===== src/rtl/hsn_pkg.sv =====
// ----------------------------------------------------------------------------
// hsn_pkg
// Shared types and constants of the heightmap surface normal pipeline.
// ----------------------------------------------------------------------------
package hsn_pkg;

  localparam int HeightBits = 16;
  localparam int NumLanes   = 8;
  localparam int SqStages   = 32;  // one root bit per stage
  localparam int DivStages  = 31;  // one quotient bit per stage
  localparam int NumBits    = 62;  // dividend width
  // stage regs, squares, sum, root, numerator, quotient, weighting
  localparam int LaneLat    = 3 + SqStages + 1 + DivStages + 1;

  localparam logic [13:0] WCard = 14'd9830;  // 0.15 in Q.16
  localparam logic [13:0] WDiag = 14'd6554;  // 0.10 in Q.16

  typedef struct packed {
    logic signed [HeightBits:0] dx;
    logic signed [HeightBits:0] dz;
    logic                       two;   // up term is 2.0 instead of 1.0
    logic                       diag;  // diagonal weight
  } lane_in_t;

  typedef struct packed {
    logic signed [2:0][45:0] w;  // weighted unit components, Q.46
    logic signed [2:0][31:0] u;  // unit components, Q.30
  } lane_out_t;

endpackage


===== src/rtl/hsn_merge.sv =====
// ----------------------------------------------------------------------------
// hsn_merge
// Adds the weighted lane normals and rounds to Q2.14, or passes the border
// unit vector of lane zero.
// ----------------------------------------------------------------------------
module hsn_merge
  import hsn_pkg::*;
(
  input  logic             clk_i,
  input  logic             rst_ni,
  input  logic             en_i,
  input  logic             valid_i,
  input  logic             at_edge_i,
  input  lane_out_t        lanes_i [NumLanes],
  output logic             valid_o,
  output logic [2:0][15:0] normal_o
);

  function automatic logic [15:0] from_sum(input logic signed [48:0] v);
    logic [48:0] m;
    logic [16:0] r;
    m = v[48] ? 49'(-v) : 49'(v);
    r = 17'((m + 49'(64'h8000_0000)) >> 32);
    if (r > 17'd16384) r = 17'd16384;
    return v[48] ? 16'(-r) : r[15:0];
  endfunction

  function automatic logic [15:0] from_unit(input logic signed [31:0] v);
    logic [31:0] m;
    logic [16:0] r;
    m = v[31] ? 32'(-v) : 32'(v);
    r = 17'((33'(m) + 33'h8000) >> 16);
    if (r > 17'd16384) r = 17'd16384;
    return v[31] ? 16'(-r) : r[15:0];
  endfunction

  logic signed [2:0][46:0] s1_q [4];
  logic signed [2:0][47:0] s2_q [2];
  logic signed [2:0][48:0] s3_q;
  logic signed [2:0][31:0] u1_q, u2_q, u3_q;
  logic [3:0]              vld_q;
  logic [2:0]              edg_q;

  // element selects of a packed array are unsigned: extend them as signed
  always_ff @(posedge clk_i) begin
    if (en_i) begin
      for (int c = 0; c < 3; c++) begin
        for (int p = 0; p < 4; p++)
          s1_q[p][c] <= 47'($signed(lanes_i[2*p].w[c])) +
                        47'($signed(lanes_i[2*p+1].w[c]));
        for (int p = 0; p < 2; p++)
          s2_q[p][c] <= 48'($signed(s1_q[2*p][c])) + 48'($signed(s1_q[2*p+1][c]));
        s3_q[c] <= 49'($signed(s2_q[0][c])) + 49'($signed(s2_q[1][c]));
        normal_o[c] <= edg_q[2] ? from_unit(u3_q[c]) : from_sum(s3_q[c]);
      end
      u1_q  <= lanes_i[0].u;
      u2_q  <= u1_q;
      u3_q  <= u2_q;
      edg_q <= {edg_q[1:0], at_edge_i};
    end
  end

  always_ff @(posedge clk_i or negedge rst_ni) begin
    if (!rst_ni) begin
      vld_q <= '0;
    end else if (en_i) begin
      vld_q <= {vld_q[2:0], valid_i};
    end
  end

  assign valid_o = vld_q[3];

endmodule


===== config.mk =====
export PLATFORM = sky130hd
export DESIGN_NAME = hsn_merge
export DESIGN_NICKNAME = d
export VERILOG_FILES = /design/src/rtl/hsn_pkg.sv /design/src/rtl/hsn_merge.sv
export SDC_FILE = /design/constraint.sdc
export NUM_CORES = 2
export LEC_CHECK = 0
export BUFFER_PORTS_ARGS = -buffer_cell sky130_fd_sc_hd__buf_2
export CAP_MARGIN = 30
export CORE_AREA = 4 4 753 755
export DETAILED_ROUTE_END_ITERATION = 12
export DIE_AREA = 0 0 757 759
export PLACE_DENSITY = 0.3
export SLEW_MARGIN = 30
export SYNTH_ARGS = -nofsm -noshare
export SYNTH_HDL_FRONTEND = slang
export SYNTH_SLANG_ARGS = --single-unit

===== constraint.sdc =====
create_clock -name clk_i -period 14.8 [get_ports clk_i]
set_input_delay 0.74 -clock clk_i [delete_from_list [all_inputs] [get_ports clk_i]]
set_output_delay 0.74 -clock clk_i [all_outputs]
set_load 0.005 [all_outputs]

==> flow_summary.json <==
{
  "status": "finished, final reports clean",
  "critical_path.cell_chain": "nor4_1 -> and4_1 -> nand2_1 -> o21ai_0 -> xnor2_1 -> ha_1 -> nand2_1 -> mux2i_1 -> nand2b_1 -> or4b_1 -> a2111oi_2 -> nand2_1 -> and4bb_2 -> o21ai_2 -> or3_1 -> ha_1 -> inv_1 -> nor3_1 -> or2_1 -> a41o_1 -> a2bb2oi_1",
  "critPathTopFamily": "simple AND/OR/NAND/NOR gates",
  "vias_per_cell": 4.32,
  "cpMostUsedCell": "nand2_1",
  "reg2reg_from": "s3_q[58]",
  "cts.sinks": 1342,
  "slew_violations": 0,
  "grt_pass1_wl_um": 605000,
  "die_w_um": 757,
  "max_freq_mhz": 144,
  "reg2reg_to": "normal_o[28]",
  "hold_depth": 1,
  "utilization": 0.215,
  "hold_violations": 0,
  "synth_edf_count": 1338,
  "ys_warn_count": 0,
  "wl_um": 431000,
  "skew_ns": 0.105,
  "drv_cap": 0,
  "die_y_um": 759,
  "hold_class": "in -> reg",
  "cts_tree": "yes",
  "critical_path_class": "reg -> reg",
  "critPathMaxFanout": 8,
  "grt_max_degree": 147,
  "crit_path_start": "s3_q[58]",
  "period_minus_slack_ns": 6.95,
  "worstPathRequired_ns": 15.39,
  "setup_tns_ns": 0,
  "clkLatencyLatePin_ns": 0.92,
  "postSynthAreaPerCell_um2": 10.2,
  "final_common_cell": "edfxtp_1",
  "fill_cells": 60800,
  "grt_pass1_vias": 83200,
  "cts_buffers": 189,
  "vdd_drop_max_mv": 0.0928,
  "rsz0062_at_grt": "no",
  "reg2reg_depth": 21,
  "antenna_found_initial": 206,
  "seq_area_frac_synth": 0.415,
  "drtPass1Iterations": 5,
  "crit_path_end_kind": "flip-flop",
  "crit_slowest_cell": "and4_1",
  "cp_num_cells": 21,
  "post-dp-hpwl_um": 364000,
  "io_pins": 1926,
  "cts_root_buf": "clkbuf_16",
  "synth.distinct_cells": 105,
  "synth_ff_type": "edfxtp_1",
  "coreArea_um2": 560000,
  "post-route-period-util": 0.470,
  "path_buf_inv": 1,
  "rrSetupSlack_ns": 7.85,
  "maxSlewHeadroom": 0.310,
  "layout_common_cells": "1338 x edfxtp_1, 1252 x buf_2, 990 x ha_1",
  "die_area_um2": 575000,
  "final_net_count": 13800,
  "power_leakage_uw": 0.0479,
  "post_cts_resized": 0,
  "grtUsageTotal": 0.144,
  "multi_input_area_um2": 54900,
  "ys_seq_elements": 1342,
  "cp_data_arrival_time_ns": 7.55,
  "async_flop_share": 0.00298,
  "critPathCapture": "normal_o[28]",
  "initial_core_util": 0.173,
  "slowest_delay_ns": 0.64,
  "htreeDepth": 4,
  "drt_iter0_markers": 4450,
  "drc": 0,
  "drive_gt1_frac": 0.158,
  "ant_nets": 0,
  "cp-start-kind": "flip-flop",
  "tightest_slew_ns": 1.03,
  "avgRoutedWirePerCell_um": 23.1,
  "regArea_um2": 40300,
  "syn2layout_area_growth_pct": 23.9,
  "io_buffers": 1253,
  "synthCells": 9493,
  "clock_path_buffers": 4,
  "setup_viol_count_final": 0,
  "grt.overflow.total": 0,
  "rows": 275,
  "p_total_uw": 18800,
  "clk_pin_slew_ns": 0.06,
  "via_count": 80500,
  "syn_nets": 12400,
  "gp_congestion": 0.864,
  "powerDensity_nw_per_um2": 157,
  "mappedNetlistArea_um2": 97000
}
## cell families after synthesis
group	synth area share
buffers and inverters	0.0196
and+or+nand+nor	0.133
adders and majority gates	0.132
AOI/OAI and AO/OA	0.198
xor gates and xnor gates	0.0954
muxes	0.00583
DFF	0.415
## timing repair
item                       CTS  global route
setup buffers                0             0
setup endpoints to repair    0             0
hold endpoints to repair    95             0
hold buffers                92             0
## flip-flops by register name, indices dropped and copies added (netlist names)
name,flops
u2_q,96
u3_q,96
s2_q,288
s3_q,147
edg_q,3
vld_q,4
u1_q,96
s1_q,564
normal_o,48
## how the worst min path moves through the flow
stage / start / to
2_1_floorplan: edg_q[0] / edg_q[1]
5_1_grt: lanes_i[1685] / u1_q[47]
3_3_place_gp: u2_q[32] / u3_q[32]
6_report: lanes_i[1685] / u1_q[47]
4_1_cts: lanes_i[1685] / u1_q[47]
3_5_place_dp: u1_q[12] / u2_q[12]
## stage by stage
stage	area (um^2)	hold WS [ns]	instances	worst slack [ns]
2_1_floorplan	97000	0.400	9493	8.81
3_3_place_gp	113000	0.403	18100	7.40
3_5_place_dp	113000	0.405	18200	7.67
4_1_cts	120000	0.0108	18600	7.59
5_1_grt	120000	0.0294	18600	7.23
6_report	120000	0.136	18700	7.85
## power breakdown
group          total, uW  switching [uW]  internal, uW
Sequential          6110             563          5550
Clock               4680            1920          2760
Combinational       8020            4800          3220
Total              18800            7280         11500
## per-layer routing
layer	up-vias	share of wire	global-route usage
li1	39000	-	-
met1	38800	0.43	0.178
met2	2096	0.48	0.251
met3	561	0.060	0.0310
met4	130	0.030	0.0381
met5	-	0.0019	0
## cell type report
type | instances | share of cell area
multi-input cells | 7650 | 0.457
flip-flops and latches | 1342 | 0.335
inverters | 360 | 0.0112
repair buffers | 1415 | 0.0651
clock buffers | 217 | 0.0406
well taps | 7479 | 0.0779
diodes | 58 | 0.00121
clock inverters | 134 | 0.0118
## synth_stat cells (23+ instances only)
cell	number	area share
edfxtp_1	1338	0.41
ha_1	990	0.13
a21oi_1	833	0.043
xnor2_1	779	0.070
nor2_1	640	0.025
nand2_1	574	0.022
o21ai_0	530	0.027
a21o_1	476	0.037
inv_1	358	0.014
xor2_1	275	0.025
nand3_1	216	0.011
nor3_1	196	0.010
o21a_1	179	0.014
nor2b_1	170	0.011
nand2b_1	162	0.010
o21bai_1	138	0.011
clkbuf_1	121	0.0047
a31oi_1	115	0.0074
and3_1	111	0.0072
nand4_1	98	0.0063
a211oi_1	91	0.0070
or3_1	86	0.0055
nor4_1	69	0.0045
and2_1	59	0.0038
o31ai_1	58	0.0045
o211ai_1	50	0.0039
or2_2	50	0.0032
a21boi_0	45	0.0035
and4_1	38	0.0034
o22ai_1	38	0.0025
mux2i_1	34	0.0035
o31a_1	32	0.0029
a221oi_1	30	0.0027
a2111oi_0	24	0.0022
nor3b_1	24	0.0019
or4_1	24	0.0019
a211o_1	23	0.0021
(Power assumes the default switching activity.)
